<file path="src/rtl/srtp_pkg.sv">
// shared types, constants and lookup functions of the signed radix-to-text unit
package srtp_pkg;

  // field widths
  localparam int VALUE_W = 64;
  localparam int BASE_W  = 5;
  localparam int PREC_W  = 6;
  localparam int CHAR_W  = 7;
  localparam int STAT_W  = 2;
  localparam int DIGIT_W = 4;

  // stream word widths, fields packed from bit 0 and padded to whole bytes
  localparam int IN_DATA_W  = 80;
  localparam int OUT_DATA_W = 8;

  // digit store and counters
  localparam int DEPTH    = VALUE_W;
  localparam int ADDR_W   = $clog2(DEPTH);
  localparam int COUNT_W  = ADDR_W + 1;
  localparam int BIT_CNT_W = $clog2(VALUE_W);

  // status codes
  localparam logic [STAT_W-1:0] STAT_CHAR     = 2'd0;
  localparam logic [STAT_W-1:0] STAT_EMPTY    = 2'd1;
  localparam logic [STAT_W-1:0] STAT_BAD_BASE = 2'd2;

  // radix limits
  localparam logic [BASE_W-1:0] BASE_MIN = 5'd2;
  localparam logic [BASE_W-1:0] BASE_MAX = 5'd16;
  localparam logic [BASE_W-1:0] BASE_DEC = 5'd10;

  // characters
  localparam logic [CHAR_W-1:0] CHAR_ZERO  = 7'h30;
  localparam logic [CHAR_W-1:0] CHAR_MINUS = 7'h2d;
  localparam logic [CHAR_W-1:0] CHAR_ALPHA = 7'h61;
  localparam logic [CHAR_W-1:0] CHAR_NONE  = 7'h00;

  // most negative value and its fixed decimal text
  localparam logic [VALUE_W-1:0] MOST_NEG = {1'b1, {(VALUE_W-1){1'b0}}};
  localparam int MIN_TEXT_LEN = 20;
  localparam int TXT_IDX_W = $clog2(MIN_TEXT_LEN);
  localparam logic [TXT_IDX_W-1:0] TXT_LAST = TXT_IDX_W'(MIN_TEXT_LEN - 1);

  // sequencer states
  typedef enum logic [2:0] {
    ST_IDLE = 3'b001,
    ST_DIV  = 3'b010,
    ST_EMIT = 3'b100
  } state_t;

  // what the emit phase sends
  typedef enum logic [1:0] {
    MODE_STATUS,
    MODE_MIN_TEXT,
    MODE_DIGITS
  } mode_t;

  // digit value to lower-case character
  function automatic logic [CHAR_W-1:0] digit_char(input logic [DIGIT_W-1:0] d);
    logic [CHAR_W-1:0] c;
    if (d < 4'd10) begin
      c = CHAR_ZERO + CHAR_W'(d);
    end else begin
      c = CHAR_ALPHA + CHAR_W'(d - 4'd10);
    end
    return c;
  endfunction

  // text of the most negative value, one character per index
  function automatic logic [CHAR_W-1:0] min_text(input logic [TXT_IDX_W-1:0] i);
    logic [CHAR_W-1:0] c;
    unique case (i)
      5'd0:    c = CHAR_MINUS;
      5'd1:    c = 7'h39;
      5'd2:    c = 7'h32;
      5'd3:    c = 7'h32;
      5'd4:    c = 7'h33;
      5'd5:    c = 7'h33;
      5'd6:    c = 7'h37;
      5'd7:    c = 7'h32;
      5'd8:    c = 7'h30;
      5'd9:    c = 7'h33;
      5'd10:   c = 7'h36;
      5'd11:   c = 7'h38;
      5'd12:   c = 7'h35;
      5'd13:   c = 7'h34;
      5'd14:   c = 7'h37;
      5'd15:   c = 7'h37;
      5'd16:   c = 7'h35;
      5'd17:   c = 7'h38;
      5'd18:   c = 7'h30;
      5'd19:   c = 7'h38;
      default: c = CHAR_NONE;
    endcase
    return c;
  endfunction

endpackage

</file>
<file path="src/rtl/signed_radix_to_text_precision_unit.sv">
// signed radix-to-text converter: top level with bit-serial divider and digit store
//
// Converts one signed 64-bit value to text in base 2 to 16 (digits 0-9, a-f),
// most significant character first, one character per output word, tlast on
// the final one. Digits are left-padded with '0' up to the requested precision
// (clamped to MAX_PRECISION); negative values get a leading '-' in base 10 only
// and their magnitude's digits in other bases. The most negative value gives
// its decimal text in every valid base. An invalid base gives one word with
// status 2, zero at precision zero one word with status 1. The input is taken
// only while the unit is idle. Each digit is one pass of the shared one-bit
// restoring divide step over the 64-bit dividend (compare and subtract of a
// 5-bit trial remainder against the base); the largest magnitude has 63
// binary digits. Emission waits for the registered read of the digit store
// before each digit and can be held by a downstream stall.
module signed_radix_to_text_precision_unit #(
  parameter int MAX_PRECISION = 63
) (
  input  logic                              clk,
  input  logic                              rst,
  // fields from bit 0: value[63:0], base[68:64], precision[74:69], zero pad
  input  logic [srtp_pkg::IN_DATA_W-1:0]    s_axis_tdata,
  input  logic                              s_axis_tvalid,
  output logic                              s_axis_tready,
  // fields from bit 0: char_code[6:0], zero pad
  output logic [srtp_pkg::OUT_DATA_W-1:0]   m_axis_tdata,
  // fields from bit 0: status[1:0]
  output logic [srtp_pkg::STAT_W-1:0]       m_axis_tuser,
  output logic                              m_axis_tlast,
  output logic                              m_axis_tvalid,
  input  logic                              m_axis_tready
);
  import srtp_pkg::*;

  localparam logic [PREC_W-1:0] MaxPrec = PREC_W'(MAX_PRECISION);

  // input unpacking
  logic [VALUE_W-1:0] in_value;
  logic [BASE_W-1:0]  in_base;
  logic [PREC_W-1:0]  in_prec;
  logic [PREC_W-1:0]  prec_clamped;
  logic               in_neg;
  logic               base_bad;

  assign in_value = s_axis_tdata[VALUE_W-1:0];
  assign in_base  = s_axis_tdata[VALUE_W +: BASE_W];
  assign in_prec  = s_axis_tdata[VALUE_W+BASE_W +: PREC_W];
  assign prec_clamped = (in_prec > MaxPrec) ? MaxPrec : in_prec;
  assign in_neg   = in_value[VALUE_W-1];
  assign base_bad = (in_base < BASE_MIN) || (in_base > BASE_MAX);

  // sequencer and working registers
  state_t               state;
  mode_t                mode;
  logic [STAT_W-1:0]    stat_code;
  logic [VALUE_W-1:0]   mag;
  logic [BASE_W-1:0]    base_r;
  logic [DIGIT_W-1:0]   rem;
  logic [BIT_CNT_W-1:0] bit_cnt;
  logic [COUNT_W-1:0]   nd;
  logic [PREC_W-1:0]    prec_r;
  logic [PREC_W-1:0]    pads;
  logic                 sign_pend;
  logic [TXT_IDX_W-1:0] txt_idx;
  logic [DIGIT_W-1:0]   rd_data;
  logic                 rd_ok;

  // digit store, least significant digit at address 0
  logic [DIGIT_W-1:0]   digit_mem [DEPTH];
  logic [ADDR_W-1:0]    rd_addr;

  assign s_axis_tready = (state == ST_IDLE);

  // shared divide step: shift one dividend bit into the partial remainder
  logic [BASE_W-1:0]  trial;
  logic               fits;
  logic [DIGIT_W-1:0] rem_next;
  logic [VALUE_W-1:0] quo_next;
  logic [COUNT_W-1:0] nd_inc;
  logic               div_done;

  assign trial    = {rem, mag[VALUE_W-1]};
  assign fits     = (trial >= base_r);
  assign rem_next = fits ? DIGIT_W'(trial - base_r) : DIGIT_W'(trial);
  assign quo_next = {mag[VALUE_W-2:0], fits};
  assign nd_inc   = nd + COUNT_W'(1);
  assign div_done = (bit_cnt == BIT_CNT_W'(VALUE_W - 1));

  // emit decision
  logic              out_free;
  logic              emit_go;
  logic              emit_last;
  logic [CHAR_W-1:0] emit_char;
  logic [STAT_W-1:0] emit_stat;
  logic              digit_pop;

  assign out_free = !m_axis_tvalid || m_axis_tready;
  assign rd_addr  = nd[ADDR_W-1:0] - ADDR_W'(1);

  always_comb begin
    emit_go   = 1'b0;
    emit_last = 1'b0;
    emit_char = CHAR_NONE;
    emit_stat = STAT_CHAR;
    digit_pop = 1'b0;
    if ((state == ST_EMIT) && out_free) begin
      unique case (mode)
        MODE_STATUS: begin
          emit_go   = 1'b1;
          emit_last = 1'b1;
          emit_stat = stat_code;
        end
        MODE_MIN_TEXT: begin
          emit_go   = 1'b1;
          emit_char = min_text(txt_idx);
          emit_last = (txt_idx == TXT_LAST);
        end
        MODE_DIGITS: begin
          priority if (sign_pend) begin
            emit_go   = 1'b1;
            emit_char = CHAR_MINUS;
          end else if (pads != '0) begin
            emit_go   = 1'b1;
            emit_char = CHAR_ZERO;
            emit_last = (pads == PREC_W'(1)) && (nd == '0);
          end else if (rd_ok) begin
            emit_go   = 1'b1;
            emit_char = digit_char(rd_data);
            emit_last = (nd == COUNT_W'(1));
            digit_pop = 1'b1;
          end
        end
        default: begin
          emit_go = 1'b0;
        end
      endcase
    end
  end

  // control state
  always_ff @(posedge clk) begin
    if (rst) begin
      state         <= ST_IDLE;
      m_axis_tvalid <= 1'b0;
      rd_ok         <= 1'b0;
    end else begin
      // a new word loads, otherwise a taken word leaves
      m_axis_tvalid <= emit_go || (m_axis_tvalid && !m_axis_tready);
      // read data matches the current digit in the cycle after the address settles
      rd_ok <= (state == ST_EMIT) && !digit_pop;

      unique case (state)
        ST_IDLE: begin
          if (s_axis_tvalid) begin
            prec_r    <= prec_clamped;
            base_r    <= in_base;
            mag       <= in_neg ? (~in_value + VALUE_W'(1)) : in_value;
            sign_pend <= in_neg && (in_base == BASE_DEC);
            rem       <= '0;
            bit_cnt   <= '0;
            nd        <= '0;
            txt_idx   <= '0;
            pads      <= prec_clamped;
            priority if (base_bad) begin
              mode      <= MODE_STATUS;
              stat_code <= STAT_BAD_BASE;
              state     <= ST_EMIT;
            end else if (in_value == MOST_NEG) begin
              mode  <= MODE_MIN_TEXT;
              state <= ST_EMIT;
            end else if ((in_value == '0) && (prec_clamped == '0)) begin
              mode      <= MODE_STATUS;
              stat_code <= STAT_EMPTY;
              state     <= ST_EMIT;
            end else if (in_value == '0) begin
              mode  <= MODE_DIGITS;
              state <= ST_EMIT;
            end else begin
              mode  <= MODE_DIGITS;
              state <= ST_DIV;
            end
          end
        end
        ST_DIV: begin
          bit_cnt <= bit_cnt + BIT_CNT_W'(1);
          if (div_done) begin
            // one digit finished: store it, restart on the quotient
            mag <= quo_next;
            rem <= '0;
            nd  <= nd_inc;
            if (quo_next == '0) begin
              pads  <= ({1'b0, prec_r} > nd_inc) ?
                       PREC_W'({1'b0, prec_r} - nd_inc) : '0;
              state <= ST_EMIT;
            end
          end else begin
            mag <= quo_next;
            rem <= rem_next;
          end
        end
        ST_EMIT: begin
          if (emit_go) begin
            if (mode == MODE_MIN_TEXT) begin
              txt_idx <= txt_idx + TXT_IDX_W'(1);
            end
            if (sign_pend) begin
              sign_pend <= 1'b0;
            end else if (pads != '0) begin
              pads <= pads - PREC_W'(1);
            end else if (digit_pop) begin
              nd <= nd - COUNT_W'(1);
            end
            if (emit_last) begin
              state <= ST_IDLE;
            end
          end
        end
        default: begin
          state <= ST_IDLE;
        end
      endcase
    end
  end

  // output word payload
  always_ff @(posedge clk) begin
    if (emit_go) begin
      m_axis_tdata <= {{(OUT_DATA_W-CHAR_W){1'b0}}, emit_char};
      m_axis_tuser <= emit_stat;
      m_axis_tlast <= emit_last;
    end
  end

  // digit store write at the end of each divide pass
  always_ff @(posedge clk) begin
    if ((state == ST_DIV) && div_done) begin
      digit_mem[nd[ADDR_W-1:0]] <= rem_next;
    end
  end

  // digit store registered read
  always_ff @(posedge clk) begin
    rd_data <= digit_mem[rd_addr];
  end

endmodule
</file>
<file path="config.mk">
export PLATFORM = sky130hd
export DESIGN_NAME = signed_radix_to_text_precision_unit
export DESIGN_NICKNAME = d
export VERILOG_FILES = /design/src/rtl/srtp_pkg.sv /design/src/rtl/signed_radix_to_text_precision_unit.sv
export SDC_FILE = /design/constraint.sdc
export NUM_CORES = 1
export LEC_CHECK = 0
export BUFFER_PORTS_ARGS = -buffer_cell sky130_fd_sc_hd__buf_2
export CAP_MARGIN = 20
export CORE_ASPECT_RATIO = 1.5
export CORE_MARGIN = 3
export CORE_UTILIZATION = 40
export CTS_CLUSTER_SIZE = 30
export DETAILED_ROUTE_END_ITERATION = 8
export PLACE_DENSITY_LB_ADDON = 0.1
export SLEW_MARGIN = 20
export SYNTH_ARGS = -nofsm -noshare
export SYNTH_HDL_FRONTEND = slang
export SYNTH_SLANG_ARGS = --single-unit
</file>
<file path="constraint.sdc">
create_clock -name clk -period 7.63 [get_ports clk]
set_input_delay 1.1445 -clock clk [delete_from_list [all_inputs] [get_ports clk]]
set_output_delay 1.1445 -clock clk [all_outputs]
set_load 0.02 [all_outputs]
</file>
==> impl_metrics.csv <==
group,metric,value,unit
global_routing,grt_pass1_wl,66.8,mm
sta,setup_viol,0,
power,vdd_drop_max,0.000163,V
clock_network,clock_sinks,389,
flow_run,maxCapViolCount,0,
synth,yosysSeqAreaShare,0.632,
clock_network,clock_latency,0.55,ns
sta,worst_slew_pin_slew,0.983,ns
drt,wl_per_cell,21.6,um
global_routing,overflow,0,
floorplan,coreArea,44900,um2
power,p_leak,6.78,nW
layout,syn_to_final_growth,13.3,%
synth,synthTopCellsByArea,"edfxtp_1, mux4_2, xor2_1, nor2_1, ha_1",
run_status,status,"finished clean",
sta,fin_crit_sh,0.507,
power,power,5.69,mW
sta,slew_violations,0,
global_routing,first_global_vias,11500,
clock_network,root_buffer,"clkbuf_16",
sta,max_freq,258,MHz
synth,yosys.area.top_type_share,0.616,
drt,wirelength,43.3,mm
worst_hold_path,min_path_type,"reg2reg",
global_routing,grt_use_total,0.180,
worst_setup_path,required,7.88,ns
clock_network,htree_levels,2,
drt,drt-pass1-iter-count,5,
synth,synth-main-ff-cell,"edfxtp_1",
drt,drt_iter0_markers,742,
worst_setup_path,slowest_delay,0.68,ns
placement,routabilityCongestion,0.852,
floorplan,rows,95,
drt,remaining_drc_errors,0,
worst_setup_path,worstSetupPathType,"in2reg",
synth,synth-seq-cells,389,
floorplan,dieHeight,267,um
clock_network,tritoncts,"done",
layout,layout_common_cells,"edfxtp_1, nor2_1, nand2_1",
sta,maxSlewHeadroom,0.345,
worst_setup_path,cp_num_buf_inv,1,
floorplan,start_util,0.406,
clock_network,worst_setup_hold_path_clk_slew,0.05,ns
layout,fin_nets,1505,
worst_setup_path,startpoint_type,"input pin",
synth,yosys.area.top_type,"edfxtp_1",
synth,yosysWarnings,0,
sta,fin_setup_tns,0,ns
sta,fin_crit,3.87,ns
drt,postRouteAntennaNets,0,
clock_network,cts_resized,0,
drt,viasPerCell,5.43,
floorplan,die_area,48200,um2
synth,avgSynthCellArea,14.0,um2
worst_setup_path,crit_arrival,4.12,ns
clock_network,numCtsBuffers,40,
worst_setup_path,crit_chain,"buf_2 -> nor4_1 -> nand4b_1 -> nor3_1 -> nand2_1 -> o41ai_1 -> xor2_1 -> a21oi_1",
synth,synth_edf_count,374,
global_routing,antenna_found_initial,4,
sta,fin_worst_skew,0.0206,ns
placement,dpl.hpwl,30.6,mm
drt,via_count,10900,
worst_setup_path,crit_slowest_cell,"nor3_1",
worst_setup_path,crit_path_max_fanout,7,
worst_setup_path,cp_top_family,"simple AND/OR/NAND/NOR gates",
synth,yosysUniqueCellTypes,64,
sta,rsz0062_at_grt,"false",
floorplan,die_w,180,um
clock_network,cts.path.max_buffers,3,
clock_network,postCtsSetupBuffers,0,
synth,synthesis.area,18200,um2
sta,hold_viol,0,
power,p_per_area,275,nW/um2
synth,syn_nets,1421,
synth,ys_async_sr_fraction,0,
worst_setup_path,cp-end-kind,"flop",
clock_network,postCtsHoldBufs,0,
synth,postSynthCellCount,1301,
floorplan,io_pins,97,
layout,final_common_cell,"edfxtp_1",
global_routing,grt_max_degree,75,
placement,io_buffers,90,
layout,drive_above_1_share,0.193,
routing by layer:
| metal | wire length, um | global-route usage |
|---|---|---|
| met1 | 16000 | 0.196 |
| met2 | 24100 | 0.352 |
| met3 | 1760 | 0.0274 |
| met4 | 1390 | 0.0631 |
| met5 | 0 | 0 |
stage by stage:
| step | utilization | hold slack [ns] | instance area (um2) | worst slack, ns | cells |
|---|---|---|---|---|---|
| global route | 0.460 | 0.591 | 20600 | 3.28 | 1999 |
| detailed placement | 0.431 | 0.548 | 19300 | 3.19 | 1925 |
| finish | 0.460 | 0.554 | 20700 | 3.76 | 2002 |
| global placement | 0.431 | 0.531 | 19300 | 3.17 | 1925 |
| floorplan | - | 0.494 | 18200 | 2.16 | 1301 |
| CTS | 0.459 | 0.562 | 20600 | 3.76 | 1999 |
flip-flops by register name (all words and copies together), names as in the netlist, named ones only:
name,cells
m_axis_tdata,7
nd,7
digit_mem,256
bit_cnt,6
rd_data,4
state,3
m_axis_tuser,2
m_axis_tvalid,1
sign_pend,1
txt_idx,5
prec_r,6
m_axis_tlast,1
base_r,5
rd_ok,1
mode,2
stat_code,2
pads,6
rem,4
mag,64
worst register-to-register path, stage by stage (launching register included):
cell	delay (ns)
edfxtp_1	0.50
inv_1	0.16
ha_2	0.84
inv_1	0.11
ha_1	0.32
nor2b_1	0.13
o21ai_0	0.19
a21boi_0	0.16
o21a_1	0.21
o311ai_0	0.48
nor2_1	0.18
a221o_1	0.34
report_power, final:
part           internal, mW  total, mW  switching (mW)
registers              2.56       2.64          0.0723
logic                 0.448       1.11           0.661
clock network          1.13       1.95           0.814
total                  4.14       5.69            1.55
cell families (layout without fill, tap and decap cells):
| family | after synthesis | after routing | synth area share |
|---|---|---|---|
| AND/OR/NAND/NOR | 390 | 390 | 0.101 |
| flip-flops | 389 | 389 | 0.632 |
| AO/OA/AOI/OAI | 201 | 201 | 0.0690 |
| buffers and inverters | 99 | 215 | 0.0214 |
| multiplexers | 95 | 95 | 0.107 |
| XOR/XNOR | 90 | 90 | 0.0432 |
| adder cells (fa/ha/maj) | 36 | 36 | 0.0255 |
| other | 1 | 4 | 0.000206 |
layout make-up:
| type | instances | area, um2 |
|---|---|---|
| fillers | 4086 | 24300 |
| flip-flops and latches | 389 | 11500 |
| multi-input cells | 813 | 6380 |
| clock buffers | 55 | 1120 |
| well taps | 582 | 728 |
| repair buffers | 108 | 586 |
| clock inverters | 19 | 178 |
| inverters | 33 | 124 |
| diodes | 3 | 7.51 |
cells in the mapped netlist, types with 5 or more instances:
| library cell | number |
|---|---|
| mux2i_1 | 10 |
| or4_1 | 11 |
| o41ai_1 | 13 |
| nor3_1 | 19 |
| nand2b_1 | 9 |
| and3_1 | 11 |
| inv_1 | 33 |
| buf_1 | 15 |
| nor4_1 | 20 |
| a21oi_1 | 49 |
| clkbuf_1 | 47 |
| nand2_1 | 100 |
| nor2_1 | 151 |
| mux2_2 | 5 |
| ha_1 | 34 |
| edfxtp_1 | 374 |
| o21ai_1 | 10 |
| dfxtp_1 | 15 |
| o22ai_1 | 6 |
| xnor2_1 | 22 |
| or3_1 | 10 |
| mux4_2 | 80 |
| nand3_1 | 16 |
| nor2b_1 | 6 |
| o31ai_1 | 21 |
| o21ai_0 | 64 |
| xor2_1 | 68 |
| nand3b_1 | 6 |
| nand4_1 | 8 |
path summary, 6_finish.rpt:
| check | from | endpoint | slack, ns | cells after the start |
|---|---|---|---|---|
| min reg2reg | m_axis_tvalid$_SDFF_PP0_ | m_axis_tvalid$_SDFF_PP0_ | 0.55 | 2 |
| max | s_axis_tdata[3] | mag[58]$_DFFE_PP_ | 3.76 | 8 |
| max reg2reg | nd[1]$_DFFE_PP_ | pads[5]$_DFFE_PP_ | 3.77 | 11 |
| min | m_axis_tvalid$_SDFF_PP0_ | m_axis_tvalid$_SDFF_PP0_ | 0.55 | 2 |
No activity file was read; power rests on OpenSTA's default activity.
